File: src/design/ael_pkg.sv
// ----------------------------------------------------------------------------
// Arithmetic expression lexer package
// Token kinds, run classes, character codes and the record that passes from
// the front part of the lexer to the token queue.
// ----------------------------------------------------------------------------
package ael_pkg;

   // Default width of the byte position counter.
   localparam int POS_BITS_DEFAULT = 16;

   // Default depth of the queue between front and back.
   localparam int QUEUE_DEPTH_DEFAULT = 4;

   // Largest number value and largest token length.
   localparam logic [30:0] VAL_MAX = 31'h7FFF_FFFF;
   localparam logic [15:0] LEN_MAX = 16'hFFFF;

   // Character codes.
   localparam logic [7:0] CHAR_ZERO   = 8'h30;
   localparam logic [7:0] CHAR_NINE   = 8'h39;
   localparam logic [7:0] CHAR_PLUS   = 8'h2B;
   localparam logic [7:0] CHAR_MINUS  = 8'h2D;
   localparam logic [7:0] CHAR_STAR   = 8'h2A;
   localparam logic [7:0] CHAR_SLASH  = 8'h2F;
   localparam logic [7:0] CHAR_LPAREN = 8'h28;
   localparam logic [7:0] CHAR_RPAREN = 8'h29;
   localparam logic [7:0] CHAR_SPACE  = 8'h20;
   localparam logic [7:0] CHAR_TAB    = 8'h09;
   localparam logic [7:0] CHAR_CR     = 8'h0D;
   localparam logic [7:0] CHAR_LOW_A  = 8'h61;
   localparam logic [7:0] CHAR_LOW_Z  = 8'h7A;
   localparam logic [7:0] CHAR_UP_A   = 8'h41;
   localparam logic [7:0] CHAR_UP_Z   = 8'h5A;

   // Token kinds as they appear on the result port.
   typedef enum logic [3:0] {
      KIND_NUMBER = 4'd0,
      KIND_WORD   = 4'd1,
      KIND_SPACE  = 4'd2,
      KIND_PLUS   = 4'd3,
      KIND_MINUS  = 4'd4,
      KIND_STAR   = 4'd5,
      KIND_SLASH  = 4'd6,
      KIND_LPAREN = 4'd7,
      KIND_RPAREN = 4'd8,
      KIND_BAD    = 4'd9,
      KIND_EOF    = 4'd10
   } kind_type;

   // Class of the open run, one-hot.
   typedef enum logic [3:0] {
      RUN_NONE   = 4'b0001,
      RUN_NUMBER = 4'b0010,
      RUN_WORD   = 4'b0100,
      RUN_SPACE  = 4'b1000
   } run_type;

   // One result token.
   typedef struct packed {
      kind_type    kind;
      logic [15:0] start;
      logic [15:0] length;
      logic [30:0] value;
      logic        ovf;
      logic [7:0]  chr;
   } token_type;

   // Up to three tokens caused by one input byte, in order; mask bit i marks
   // slot i as present.
   typedef struct packed {
      logic [2:0] mask;
      token_type  tok2;
      token_type  tok1;
      token_type  tok0;
   } entry_type;

endpackage

File: src/design/ael_front.sv
// ----------------------------------------------------------------------------
// Arithmetic expression lexer front
// Classifies each text byte, keeps the open run and the decimal accumulator,
// and builds the group of tokens that the byte causes.
// ----------------------------------------------------------------------------
module ael_front #(
   parameter int POS_BITS = ael_pkg::POS_BITS_DEFAULT
) (
   input  logic               clock,
   input  logic               reset,
   input  logic               accept,
   input  logic [7:0]         text_byte,
   input  logic               end_of_text,
   output logic               entry_push,
   output ael_pkg::entry_type entry
);

   // Multiply the accumulator by ten and add a digit, saturating.
   function automatic logic [31:0] add_digit(input logic [30:0] acc,
                                              input logic        sat,
                                              input logic [3:0]  digit);
      logic [34:0] wide;
      logic [31:0] res;
      wide = ({4'b0, acc} << 3) + ({4'b0, acc} << 1) + {31'b0, digit};
      if (wide > {4'b0, ael_pkg::VAL_MAX}) begin
         res = {1'b1, ael_pkg::VAL_MAX};
      end else begin
         res = {sat, wide[30:0]};
      end
      return res;
   endfunction

   // Token kind of a run class.
   function automatic ael_pkg::kind_type run_kind(input ael_pkg::run_type cls);
      ael_pkg::kind_type k;
      case (cls)
         ael_pkg::RUN_NUMBER: k = ael_pkg::KIND_NUMBER;
         ael_pkg::RUN_WORD:   k = ael_pkg::KIND_WORD;
         default:             k = ael_pkg::KIND_SPACE;
      endcase
      return k;
   endfunction

   ael_pkg::run_type      run_class_ff, run_class_in;
   logic [15:0]           run_start_ff, run_start_in;
   logic [15:0]           run_length_ff, run_length_in;
   logic [30:0]           accum_ff, accum_in;
   logic                  sat_ff, sat_in;
   logic [POS_BITS-1:0]   pos_ff, pos_in;

   logic                  is_digit, is_letter, is_space, is_run_char, cont;
   logic [3:0]            digit;
   logic [15:0]           pos16, next_pos16, len_inc;
   logic [31:0]           cont_acc;
   ael_pkg::run_type      new_class;
   ael_pkg::kind_type     single_kind;
   logic [POS_BITS-1:0]   pos_plus;
   ael_pkg::token_type    tok_a, tok_b, tok_c;
   logic [2:0]            mask;

   // Byte classification.
   always_comb begin
      is_digit  = (text_byte >= ael_pkg::CHAR_ZERO) && (text_byte <= ael_pkg::CHAR_NINE);
      is_letter = ((text_byte >= ael_pkg::CHAR_LOW_A) && (text_byte <= ael_pkg::CHAR_LOW_Z)) ||
                  ((text_byte >= ael_pkg::CHAR_UP_A) && (text_byte <= ael_pkg::CHAR_UP_Z));
      is_space  = (text_byte == ael_pkg::CHAR_SPACE) ||
                  ((text_byte >= ael_pkg::CHAR_TAB) && (text_byte <= ael_pkg::CHAR_CR));
      is_run_char = is_digit || is_letter || is_space;
      digit = 4'(text_byte - ael_pkg::CHAR_ZERO);
      if (is_digit) begin
         new_class = ael_pkg::RUN_NUMBER;
      end else if (is_letter) begin
         new_class = ael_pkg::RUN_WORD;
      end else begin
         new_class = ael_pkg::RUN_SPACE;
      end
      case (text_byte)
         ael_pkg::CHAR_PLUS:   single_kind = ael_pkg::KIND_PLUS;
         ael_pkg::CHAR_MINUS:  single_kind = ael_pkg::KIND_MINUS;
         ael_pkg::CHAR_STAR:   single_kind = ael_pkg::KIND_STAR;
         ael_pkg::CHAR_SLASH:  single_kind = ael_pkg::KIND_SLASH;
         ael_pkg::CHAR_LPAREN: single_kind = ael_pkg::KIND_LPAREN;
         ael_pkg::CHAR_RPAREN: single_kind = ael_pkg::KIND_RPAREN;
         default:              single_kind = ael_pkg::KIND_BAD;
      endcase
   end

   // Whether the byte continues the open run.
   always_comb begin
      case (run_class_ff)
         ael_pkg::RUN_NUMBER: cont = is_digit;
         ael_pkg::RUN_WORD:   cont = is_digit || is_letter;
         ael_pkg::RUN_SPACE:  cont = is_space;
         default:             cont = 1'b0;
      endcase
   end

   // Extended run values and positions.
   always_comb begin
      pos_plus   = pos_ff + POS_BITS'(1);
      pos16      = 16'(pos_ff);
      next_pos16 = 16'(pos_plus);
      len_inc    = (run_length_ff == ael_pkg::LEN_MAX) ? run_length_ff
                                                       : run_length_ff + 16'd1;
      cont_acc   = add_digit(accum_ff, sat_ff, digit);
   end

   // Token group for this byte: closed run, then single or new run, then eof.
   always_comb begin
      tok_a = '0;
      tok_b = '0;
      tok_c = '0;
      mask  = 3'b000;
      tok_a.kind  = run_kind(run_class_ff);
      tok_a.start = run_start_ff;
      if (cont) begin
         tok_a.length = len_inc;
         if (run_class_ff == ael_pkg::RUN_NUMBER) begin
            tok_a.value = cont_acc[30:0];
            tok_a.ovf   = cont_acc[31];
         end
         mask[0] = end_of_text;
      end else begin
         tok_a.length = run_length_ff;
         if (run_class_ff == ael_pkg::RUN_NUMBER) begin
            tok_a.value = accum_ff;
            tok_a.ovf   = sat_ff;
         end
         mask[0] = (run_class_ff != ael_pkg::RUN_NONE);
      end
      tok_b.start  = pos16;
      tok_b.length = 16'd1;
      if (is_run_char) begin
         tok_b.kind = run_kind(new_class);
         if (is_digit) begin
            tok_b.value = {27'b0, digit};
         end
         mask[1] = !cont && end_of_text;
      end else begin
         tok_b.kind = single_kind;
         tok_b.chr  = text_byte;
         mask[1] = !cont;
      end
      tok_c.kind  = ael_pkg::KIND_EOF;
      tok_c.start = next_pos16;
      mask[2] = end_of_text;
   end

   assign entry_push = accept && (mask != 3'b000);
   assign entry      = '{mask: mask, tok2: tok_c, tok1: tok_b, tok0: tok_a};

   // Next run state.
   always_comb begin
      run_class_in  = run_class_ff;
      run_start_in  = run_start_ff;
      run_length_in = run_length_ff;
      accum_in      = accum_ff;
      sat_in        = sat_ff;
      pos_in        = pos_plus;
      if (end_of_text) begin
         run_class_in  = ael_pkg::RUN_NONE;
         run_start_in  = 16'd0;
         run_length_in = 16'd0;
         accum_in      = 31'd0;
         sat_in        = 1'b0;
         pos_in        = '0;
      end else if (cont) begin
         run_length_in = len_inc;
         if (run_class_ff == ael_pkg::RUN_NUMBER) begin
            accum_in = cont_acc[30:0];
            sat_in   = cont_acc[31];
         end
      end else if (is_run_char) begin
         run_class_in  = new_class;
         run_start_in  = pos16;
         run_length_in = 16'd1;
         accum_in      = is_digit ? {27'b0, digit} : 31'd0;
         sat_in        = 1'b0;
      end else begin
         run_class_in  = ael_pkg::RUN_NONE;
         run_length_in = 16'd0;
         accum_in      = 31'd0;
         sat_in        = 1'b0;
      end
   end

   // Run state registers, updated on each accepted beat.
   always_ff @(posedge clock) begin
      if (reset) begin
         run_class_ff  <= ael_pkg::RUN_NONE;
         run_start_ff  <= 16'd0;
         run_length_ff <= 16'd0;
         accum_ff      <= 31'd0;
         sat_ff        <= 1'b0;
         pos_ff        <= '0;
      end else if (accept) begin
         run_class_ff  <= run_class_in;
         run_start_ff  <= run_start_in;
         run_length_ff <= run_length_in;
         accum_ff      <= accum_in;
         sat_ff        <= sat_in;
         pos_ff        <= pos_in;
      end
   end

endmodule

File: src/design/ael_back.sv
// ----------------------------------------------------------------------------
// Arithmetic expression lexer back
// Queues token groups from the front and hands them out one token per beat,
// marking the last token of each group.
// ----------------------------------------------------------------------------
module ael_back #(
   parameter int QUEUE_DEPTH = ael_pkg::QUEUE_DEPTH_DEFAULT
) (
   input  logic               clock,
   input  logic               reset,
   input  logic               entry_push,
   input  ael_pkg::entry_type entry,
   output logic               full,
   output logic               empty,
   input  logic               pop,
   output ael_pkg::token_type head_tok,
   output logic               head_last
);

   localparam int PTR_BITS = (QUEUE_DEPTH > 1) ? $clog2(QUEUE_DEPTH) : 1;
   localparam int CNT_BITS = $clog2(QUEUE_DEPTH + 1);
   localparam logic [PTR_BITS-1:0] PTR_LAST = PTR_BITS'(QUEUE_DEPTH - 1);
   localparam logic [CNT_BITS-1:0] CNT_FULL = CNT_BITS'(QUEUE_DEPTH);

   ael_pkg::entry_type      q_ff [QUEUE_DEPTH];
   logic [2:0]              mask_ff [QUEUE_DEPTH];
   logic [PTR_BITS-1:0]     wr_ff, wr_in, rd_ff, rd_in;
   logic [CNT_BITS-1:0]     count_ff, count_in;
   logic [2:0]              head_mask, rest_mask;
   ael_pkg::entry_type      head;
   logic                    do_pop, group_done;

   assign full  = (count_ff == CNT_FULL);
   assign empty = (count_ff == '0);

   // Head token: lowest slot still pending in the oldest group.
   always_comb begin
      head      = q_ff[rd_ff];
      head_mask = mask_ff[rd_ff];
      rest_mask = head_mask & (head_mask - 3'd1);
      if (head_mask[0]) begin
         head_tok = head.tok0;
      end else if (head_mask[1]) begin
         head_tok = head.tok1;
      end else begin
         head_tok = head.tok2;
      end
      head_last  = (rest_mask == 3'b000);
      do_pop     = pop && !empty;
      group_done = do_pop && head_last;
   end

   // Pointer and count updates.
   always_comb begin
      wr_in    = wr_ff;
      rd_in    = rd_ff;
      count_in = count_ff;
      if (entry_push) begin
         wr_in = (wr_ff == PTR_LAST) ? '0 : wr_ff + PTR_BITS'(1);
      end
      if (group_done) begin
         rd_in = (rd_ff == PTR_LAST) ? '0 : rd_ff + PTR_BITS'(1);
      end
      if (entry_push && !group_done) begin
         count_in = count_ff + CNT_BITS'(1);
      end else if (!entry_push && group_done) begin
         count_in = count_ff - CNT_BITS'(1);
      end
   end

   // Control registers and pending masks.
   always_ff @(posedge clock) begin
      if (reset) begin
         wr_ff    <= '0;
         rd_ff    <= '0;
         count_ff <= '0;
         for (int i = 0; i < QUEUE_DEPTH; i++) begin
            mask_ff[i] <= 3'b000;
         end
      end else begin
         wr_ff    <= wr_in;
         rd_ff    <= rd_in;
         count_ff <= count_in;
         if (do_pop) begin
            mask_ff[rd_ff] <= rest_mask;
         end
         if (entry_push) begin
            mask_ff[wr_ff] <= entry.mask;
         end
      end
   end

   // Token payload storage.
   always_ff @(posedge clock) begin
      if (entry_push) begin
         q_ff[wr_ff] <= entry;
      end
   end

`ifndef ASSERT_OFF
   a_count_bound: assert property (@(posedge clock) disable iff (reset)
      count_ff <= CNT_FULL)
      else $error("token queue count beyond depth");

   a_head_pending: assert property (@(posedge clock) disable iff (reset)
      !empty |-> (head_mask != 3'b000))
      else $error("queue head holds no pending token");

   a_group_stays: assert property (@(posedge clock) disable iff (reset)
      (do_pop && !head_last) |=> !empty)
      else $error("token group lost before its last token");

   a_eof_last: assert property (@(posedge clock) disable iff (reset)
      (!empty && head_tok.kind == ael_pkg::KIND_EOF) |-> head_last)
      else $error("end-of-text token not last of its group");

   a_no_push_full: assert property (@(posedge clock) disable iff (reset)
      full |-> !entry_push)
      else $error("group written into a full queue");
`endif

endmodule

File: src/design/arithmetic_expression_lexer_top.sv
// ----------------------------------------------------------------------------
// Arithmetic expression lexer
// Turns a byte stream into number, word, space, operator, bad and
// end-of-text tokens.
//
//   Channel   Ports                        Beat taken when
//   --------  ---------------------------  -------------------
//   request   req_*, push, full            push && !full
//   response  rsp_*, empty, pop            pop && !empty
//
// A byte is classified and the run state updated in the cycle it is taken.
// One byte per cycle is sustained while pop is held and each byte gives at
// most one token; a byte of two or three tokens holds the response side for
// as many beats, and the request side runs on until the group queue fills.
// The group queue holds QUEUE_DEPTH byte groups; full depends on it alone.
// Reset is synchronous and clears run state, position and queue.
// ----------------------------------------------------------------------------
module arithmetic_expression_lexer_top #(
   parameter int POS_BITS    = ael_pkg::POS_BITS_DEFAULT,
   parameter int QUEUE_DEPTH = ael_pkg::QUEUE_DEPTH_DEFAULT
) (
   input  logic        clock,
   input  logic        reset,
   input  logic        push,
   output logic        full,
   input  logic [7:0]  req_text_byte,
   input  logic        req_end_of_text,
   output logic        empty,
   input  logic        pop,
   output logic [3:0]  rsp_token_kind,
   output logic [15:0] rsp_start_pos,
   output logic [15:0] rsp_token_length,
   output logic [30:0] rsp_number_value,
   output logic        rsp_value_overflow,
   output logic [7:0]  rsp_token_char,
   output logic        rsp_last_of_run
);

   logic               accept;
   logic               entry_push;
   ael_pkg::entry_type entry;
   ael_pkg::token_type head_tok;

   assign accept = push && !full;

   // Front: classification and run tracking.
   ael_front #(
      .POS_BITS (POS_BITS)
   ) u_front (
      .clock       (clock),
      .reset       (reset),
      .accept      (accept),
      .text_byte   (req_text_byte),
      .end_of_text (req_end_of_text),
      .entry_push  (entry_push),
      .entry       (entry)
   );

   // Back: group queue and token hand-out.
   ael_back #(
      .QUEUE_DEPTH (QUEUE_DEPTH)
   ) u_back (
      .clock      (clock),
      .reset      (reset),
      .entry_push (entry_push),
      .entry      (entry),
      .full       (full),
      .empty      (empty),
      .pop        (pop),
      .head_tok   (head_tok),
      .head_last  (rsp_last_of_run)
   );

   assign rsp_token_kind     = head_tok.kind;
   assign rsp_start_pos      = head_tok.start;
   assign rsp_token_length   = head_tok.length;
   assign rsp_number_value   = head_tok.value;
   assign rsp_value_overflow = head_tok.ovf;
   assign rsp_token_char     = head_tok.chr;

endmodule

File: config.mk
export PLATFORM = sky130hd
export DESIGN_NAME = arithmetic_expression_lexer_top
export DESIGN_NICKNAME = d
export VERILOG_FILES = /design/src/design/ael_pkg.sv /design/src/design/ael_front.sv /design/src/design/ael_back.sv /design/src/design/arithmetic_expression_lexer_top.sv
export SDC_FILE = /design/constraint.sdc
export NUM_CORES = 1
export LEC_CHECK = 0
export BUFFER_PORTS_ARGS = -buffer_cell sky130_fd_sc_hd__buf_2
export CORE_MARGIN = 2
export CORE_UTILIZATION = 65
export CTS_CLUSTER_DIAMETER = 60
export DETAILED_ROUTE_END_ITERATION = 16
export HOLD_SLACK_MARGIN = 0.02
export PLACE_DENSITY = 0.85
export SLEW_MARGIN = 0
export SYNTH_ARGS = -nofsm -noshare
export SYNTH_HDL_FRONTEND = slang
export SYNTH_HIERARCHICAL = 1
export SYNTH_SLANG_ARGS = --single-unit
export TNS_END_PERCENT = 30
File: constraint.sdc
create_clock -name clock -period 13.4 [get_ports clock]
set_input_delay 2.68 -clock clock [delete_from_list [all_inputs] [get_ports clock]]
set_output_delay 2.68 -clock clock [all_outputs]
set_load 0.01 [all_outputs]
==> summary.md, run 1 <==
| Metric | Value |
|---|---|
| Pre-CTS WS | 5.243 ns |
| Ys async rst share | 0 |
| Die span in x | 263.0 µm |
| Fin crit period | 7.645 ns |
| First-pass GRT wire length | 143900 µm |
| PostCTS Resize Cnt | 0 |
| Number of I/O pins | 92 |
| Number of cell rows | 94 |
| Worst skew pair latency | 0.66 ns |
| Critical path data arrival time | 7.92 ns |
| DP HPWL | 52830 µm |
| Worst Setup Start Kind | input port |
| Setup_tns | 0 ns |
| Grt total ovfl | 0 |
| Hold path endpoint | u_front/run_length_ff[7] |
| Worst R2R End | u_back/q_ff[0][13] |
| Area grow syn2layout | 9.091% |
| Share of cells above drive strength 1 | 0.1951 |
| Routed vias | 23810 |
| Register cell area after layout | 29620 µm² |
| Detail Route Antenna Nets | 0 |
| Switch share | 0.2782 |
| Cell Pwr Density | 180.4 nW/µm² |
| Most frequent cell after synthesis | edfxtp_1 |
| GRT Overall Usage | 0.2705 |
| Met3 Track Usage GR | 0.03386 |
| Max Slew Vio Count | 0 |
| Worst vdd ir | 0.0001399 V |
| Critical Path Slowest Stage Cell | a21oi_1 |
| Routed len/inst | 25.68 µm |
| Slew @ Worst Pin | 1.197 ns |
| Post-route setup slack | 5.755 ns |
| Final Hold Slack | 0.5098 ns |
| Max-cap viol count | 0 |
| Post-Syn Area | 43600 µm² |
| Setup slack, reg-to-reg | 7.72 ns |
| Synth top area cells | edfxtp_1 64%, mux4_2 12%, dfxtp_1 4.3%, buf_4 2.0%, ha_1 2.0% |
| Combinational share of power | 0.227 |
| Worst Setup SP | req_text_byte[1] |
| CP Cell Sequence | buf_2 -> nor3_1 -> a221o_1 -> a21o_1 -> a21o_1 -> nand2_1 -> a21oi_1 -> nand2_1 -> inv_8 -> buf_4 |
| Die area | 69170 µm² |
| Psw | 2387 µW |
| Worst reg2reg path depth | 10 |
| Worst hold-check path type | register to register |
| Internal power | 6193 µW |
| Ant diodes | 0 |
| Hold buffer count at cts | 0 |
| CTS Buf Count | 96 |
| Post-synthesis cell type count | 81 |
| FILL cells | 3919 |
| Fin nets | 2753 |
| Sequential share of power | 0.448 |
| Cell area after layout | 47570 µm² |
| Syn avg cell area | 16.69 µm² |
| Count of final setup violators | 0 |
| Max_slew headroom | 0.1789 |
| Pin count of the biggest net entering global routing | 137 |
| Dpl cell area | 44280 µm² |
| DR pass1 iterations | 6 |
| Commonest cells in the netlist | 924 x edfxtp_1, 231 x mux4_2, 157 x nand2_1, 119 x buf_4, 112 x nor2_1 |
| Clock Pin Slew Worst Setup and Hold Paths | 0.06 ns |
| Clock sink count | 1017 |
| GRT Max-Usage Layer | met2 |
| Largest stage delay on the critical path | 0.90 ns |
| Hold path depth | 2 |
| Seq/Total Area, Yosys | 0.6791 |
| Initial Utilization | 0.6597 |
| H-Tree Depth | 3 |
| CTS tree | done |
| Setup Crit Path Kind | input port to register |
| Tcrit/Tclk final | 0.5705 |
| FMAX | 0.1308 GHz |
| Port Buffers | 91 |
| Multi-input gate area | 12790 µm² |
| Warnings, synthesis | 6 |
| RSZ-0062 raised after global routing | false |
| Root Driver | clkbuf_16 |
| Capturing element type of the critical path | register |
| Max clock buf depth | 3 |
| Postcts setup bufs | 0 |
| Yosys top cell area share | 0.6364 |
| CP Data Required Time | 13.67 ns |
| Initial detailed-routing violation count | 2719 |
| Layout Skew | 0.03013 ns |
| Cell taking the most area after synthesis | edfxtp_1 |
| GP Congestion | 0.9062 |
| Core region area | 66100 µm² |
| Seq cells post-synth | 1017 |
| Met1 Use GR | 0.3675 |
| Die height | 263.0 µm |
| Clock power share | 0.325 |
| Initial antenna violation count | 1 |
| WL final | 92870 µm |
| Vias in the first global route | 24580 |
| R2r startpoint | u_front/run_class_ff[0] |
| Worst Path Max Fanout | 128 |
| Final hold vios | 0 |
| Vias per std cell | 6.585 |
| Status | finished, final reports clean |
| Leakage Power | 0.01603 µW |
| Remaining DRCs | 0 |
| Hold_sp | u_front/run_length_ff[7] |
| Gate Count Post-Synth | 2612 |
| Post-synth EDFFs | 924 |
| Most common flop cell mapped by yosys | edfxtp_1 |
| Grt met2 use | 0.4625 |
-- cell type report --
type,instances,share of cell area
timing repair buffer,114,0.01399
inverter,26,0.002683
sequential,1017,0.6226
clock buffer,122,0.05492
clock inverter,60,0.01420
tap,864,0.02273
multi-input combinational,1413,0.2688
-- state kept, by name, summed over array words and instances, names as in the netlist, named ones only --
signal                 flops
u_back/q_ff              912
u_front/accum_ff          31
u_front/sat_ff             1
u_back/mask_ff            12
u_front/run_length_ff     16
u_front/pos16             16
u_back/rd_ff               2
u_front/run_start_ff      16
u_back/wr_ff               2
u_front/run_class_ff       4
u_back/count_ff            3
-- critical path, delay by kind of cell --
kind | cells | cell delay [ns]
compound gates | 4 | 2.23
buf+inv | 3 | 1.82
simple gates | 3 | 1.06
-- metal layers --
layer	vias up	part of all wire
li1	10290	-
met1	12270	0.39
met2	1078	0.52
met3	172	0.070
met4	0	0.026
met5	-	0
-- power groups by stage --
stage / Combinational, µW / Sequential (µW) / Clock [µW]
floorplan: 1380 / 3910 / 0
global placement: 1910 / 3870 / 0
detailed placement: 1940 / 3900 / 0
CTS: 1970 / 3850 / 2820
global route: 2080 / 3860 / 2940
finish: 1950 / 3840 / 2790
-- cell families after synthesis --
kind of cell / Yosys count / share of synthesized area
and+or+nand+nor: 443 / 0.04832
xor gates and xnor gates: 53 / 0.01065
adders and majority gates: 73 / 0.02144
AOI/OAI and AO/OA: 415 / 0.06396
DFF: 1017 / 0.6791
other: 2 / 0.0001722
buffers and inverters: 294 / 0.03773
muxes: 315 / 0.1387
-- per-stage QoR --
step | cells | power (µW) | util
6_report | 3616 | 8579 | 0.7196
2_1_floorplan | 2724 | 5284 | -
3_5_place_dp | 3434 | 5844 | 0.6699
3_3_place_gp | 3434 | 5783 | 0.6699
5_1_grt | 3616 | 8881 | 0.7196
4_1_cts | 3616 | 8637 | 0.7196
-- worst max path at each step --
stage	to	slack, ns	cells after the start
2_1_floorplan	u_back/mask_ff[2][0]	3.40	13
3_3_place_gp	u_back/q_ff[0][158]	5.44	10
3_5_place_dp	u_back/q_ff[0][158]	5.24	10
4_1_cts	rsp_number_value[24]	5.68	7
5_1_grt	u_back/q_ff[0][15]	5.40	10
6_report	u_back/q_ff[0][13]	5.75	10
-- layout by cell type, fill, tap and decap left out, drive strengths merged, types with 10 or more instances in the layout --
| cell type | synthesis | routed |
|---|---|---|
| xnor2 | 24 | 24 |
| ha | 69 | 69 |
| a22oi | 24 | 24 |
| a311o | 13 | 13 |
| and3 | 21 | 21 |
| buf | 175 | 114 |
| bufinv | 0 | 12 |
| a21oi | 75 | 75 |
| mux2i | 82 | 82 |
| a31oi | 39 | 39 |
| or3 | 10 | 10 |
| a21o | 22 | 22 |
| conb | 2 | 114 |
| inv | 26 | 30 |
| o21ai | 158 | 158 |
| mux4 | 231 | 231 |
| nand4 | 17 | 17 |
| clkbuf | 93 | 122 |
| nand2 | 157 | 157 |
| and2 | 13 | 13 |
| nor4 | 19 | 19 |
| clkinv | 0 | 38 |
| nor2 | 112 | 112 |
| xor2 | 29 | 29 |
| nand3 | 27 | 27 |
| edfxtp | 924 | 924 |
| dfxtp | 93 | 93 |
| nor3 | 25 | 25 |
| o211ai | 11 | 11 |
(Power assumes the default switching activity.)
==> run 2, diff against run 1 <==
==> constraint.sdc (replaced) <==
create_clock -name clock -period 7.7 [get_ports clock]
set_input_delay 1.54 -clock clock [delete_from_list [all_inputs] [get_ports clock]]
set_output_delay 1.54 -clock clock [all_outputs]
set_load 0.01 [all_outputs]
==> run 2 against run 1 <==
  * Hold slack gained 0.0070 ns
  * Clock-buffer cell count grew 1
  * Sequential share of layout area grew 0.061 points
  * Critical endpoint is now rsp_token_length[8]
==> summary.md, run 2 (same netlist as run 1, synthesis figures left out) <==
| Metric | Value |
|---|---|
| Status | finished, final reports clean |
| Final Hold Slack | 0.5168 ns |
| Count of final setup violators | 0 |
| Setup Crit Path Kind | register to output pin |
| Max clock buf depth | 3 |
| PostCTS Resize Cnt | 0 |
| RSZ-0062 raised after global routing | false |
| Port Buffers | 91 |
| CTS tree | done |
| Largest stage delay on the critical path | 1.06 ns |
| Remaining DRCs | 0 |
| Clock power share | 0.312 |
| First-pass GRT wire length | 143000 µm |
| Number of I/O pins | 92 |
| CP Cell Sequence | mux4_4 -> buf_4 -> nand2_1 -> o21ai_1 -> buf_2 |
| Hold buffer count at cts | 0 |
| R2r startpoint | u_front/run_class_ff[2] |
| Commonest non-fill, non-tap cell in the layout | edfxtp_1 |
| Worst skew pair latency | 0.66 ns |
| Leakage Power | 0.01596 µW |
| Hold path endpoint | u_back/q_ff[2][56] |
| Die height | 263.0 µm |
| Pin count of the biggest net entering global routing | 109 |
| Sequential share of power | 0.458 |
| Core region area | 66100 µm² |
| Routed len/inst | 25.76 µm |
| Initial detailed-routing violation count | 2586 |
| Max_slew headroom | 0.1370 |
| Vias in the first global route | 24260 |
| Detail Route Antenna Nets | 0 |
| Clock Pin Slew Worst Setup and Hold Paths | 0.06 ns |
| Slew @ Worst Pin | 1.293 ns |
| Initial Utilization | 0.6597 |
| Worst Path Max Fanout | 66 |
| Fin nets | 2764 |
| Vias per std cell | 6.635 |
| Postcts setup bufs | 0 |
| H-Tree Depth | 3 |
| Number of cell rows | 94 |
| WL final | 93270 µm |
| GRT Overall Usage | 0.2711 |
| Most frequent cells in the layout | 924 x edfxtp_1, 229 x mux4_2, 154 x nand2_1, 114 x conb_1, 111 x nor2_1 |
| Critical Path Slowest Stage Cell | dfxtp_4 |
| Clock sink count | 1017 |
| Worst vdd ir | 0.0002935 V |
| CP Data Required Time | 6.16 ns |
| Psw | 4138 µW |
| Area grow syn2layout | 8.985% |
| Multi-input gate area | 12800 µm² |
| Worst R2R End | u_back/q_ff[0][207] |
| Share of cells above drive strength 1 | 0.1944 |
| Worst Setup Start Kind | register |
| Combinational share of power | 0.230 |
| Grt total ovfl | 0 |
| Setup slack, reg-to-reg | 3.10 ns |
| Max-cap viol count | 0 |
| Tcrit/Tclk final | 0.7309 |
| Die span in x | 263.0 µm |
| Switch share | 0.2811 |
| Max FFs per register | 912 |
| Root Driver | clkbuf_16 |
| Max Slew Vio Count | 0 |
| Hold_sp | u_front/run_start_ff[0] |
| Largest regs | u_back/q_ff x912, u_front/accum_ff x31 |
| Initial antenna violation count | 0 |
| Worst hold-check path type | register to register |
| Internal power | 10580 µW |
| Power consumption | 14720 µW |
| CTS Buf Count | 95 |
| Ant diodes | 0 |
| Die area | 69170 µm² |
| Most flop-heavy register | u_back/q_ff |
| Critical path data arrival time | 4.09 ns |
| Hold path depth | 0 |
| Cell Pwr Density | 309.8 nW/µm² |
| Routed vias | 24030 |
| Register cell area after layout | 29620 µm² |
| Fin crit period | 5.628 ns |
| DP HPWL | 53790 µm |
| Layout Skew | 0.01528 ns |
| Worst reg2reg path depth | 11 |
| Capturing element type of the critical path | output pin |
| Utilization after layout | 0.7189 |
| GP Congestion | 0.9410 |
| Final hold vios | 0 |
| FMAX | 0.1777 GHz |
| DR pass1 iterations | 6 |
| FILL cells | 3788 |
[run 2: changes by cell type in the layout (fill, tap and decap cells not counted), sizes merged]
cell	change
buf	+12
bufinv	-4
clkinv	-2
inv	-2
clkbuf	+1
[run 2: layer usage]
layer / GRT usage / vias to the layer above / routed length, µm / part of all wire
li1: - / 10300 / - / -
met1: 0.3707 / 12280 / 36240 / 0.39
met2: 0.4432 / 1245 / 46630 / 0.50
met3: 0.04424 / 198 / 7222 / 0.077
met4: 0.1089 / 0 / 3178 / 0.034
met5: 0 / - / 0 / 0
[run 2: critical path, delay by kind of cell, from the launching register on]
family          cells  cell delay [ns]
mux                 1             0.97
buf+inv             2             0.92
compound gates      1             0.26
simple gates        1             0.12
flops               1             1.06
[run 2: area by class of cell]
cell class	count	area share
Sequential cell	1017	0.6232
Multi-Input combinational cell	1413	0.2695
Clock buffer	123	0.05353
Tap cell	864	0.02275
Timing Repair Buffer	126	0.01775
Clock inverter	52	0.01082
Inverter	26	0.002449
[run 2: stage by stage]
stage | setup WS (ns) | TNS [ns] | instance area (µm²) | instances
4_1_cts | 2.078 | 0 | 47520 | 3621
3_5_place_dp | 1.808 | 0 | 44460 | 3446
5_1_grt | 1.955 | 0 | 47520 | 3621
2_1_floorplan | -0.8874 | -202.33 | 44040 | 2724
6_report | 2.072 | 0 | 47520 | 3621
3_3_place_gp | 1.942 | 0 | 44460 | 3446
[run 2: power groups by stage]
stage | clock [µW] | combinational [µW] | sequential [µW]
after floorplan | 0 | 2400 | 6770
after global placement | 0 | 3310 | 6800
after detailed placement | 0 | 3360 | 6840
after CTS | 4650 | 3420 | 6740
after global routing | 4850 | 3610 | 6780
final | 4590 | 3390 | 6740
[run 2: how the worst max path moves through the flow]
| stage | startpoint | to | slack, ns | cells after the start |
|---|---|---|---|---|
| after floorplan | req_text_byte[1] | u_back/q_ff[1][0] | -0.89 | 12 |
| final | register | rsp_token_length[8] | 2.07 | 5 |
| after detailed placement | req_text_byte[1] | u_back/q_ff[0][207] | 1.81 | 11 |
| after global routing | register | rsp_number_value[15] | 1.95 | 5 |
| after global placement | req_text_byte[1] | u_back/q_ff[1][167] | 1.94 | 11 |
| after CTS | register | rsp_token_length[5] | 2.08 | 5 |
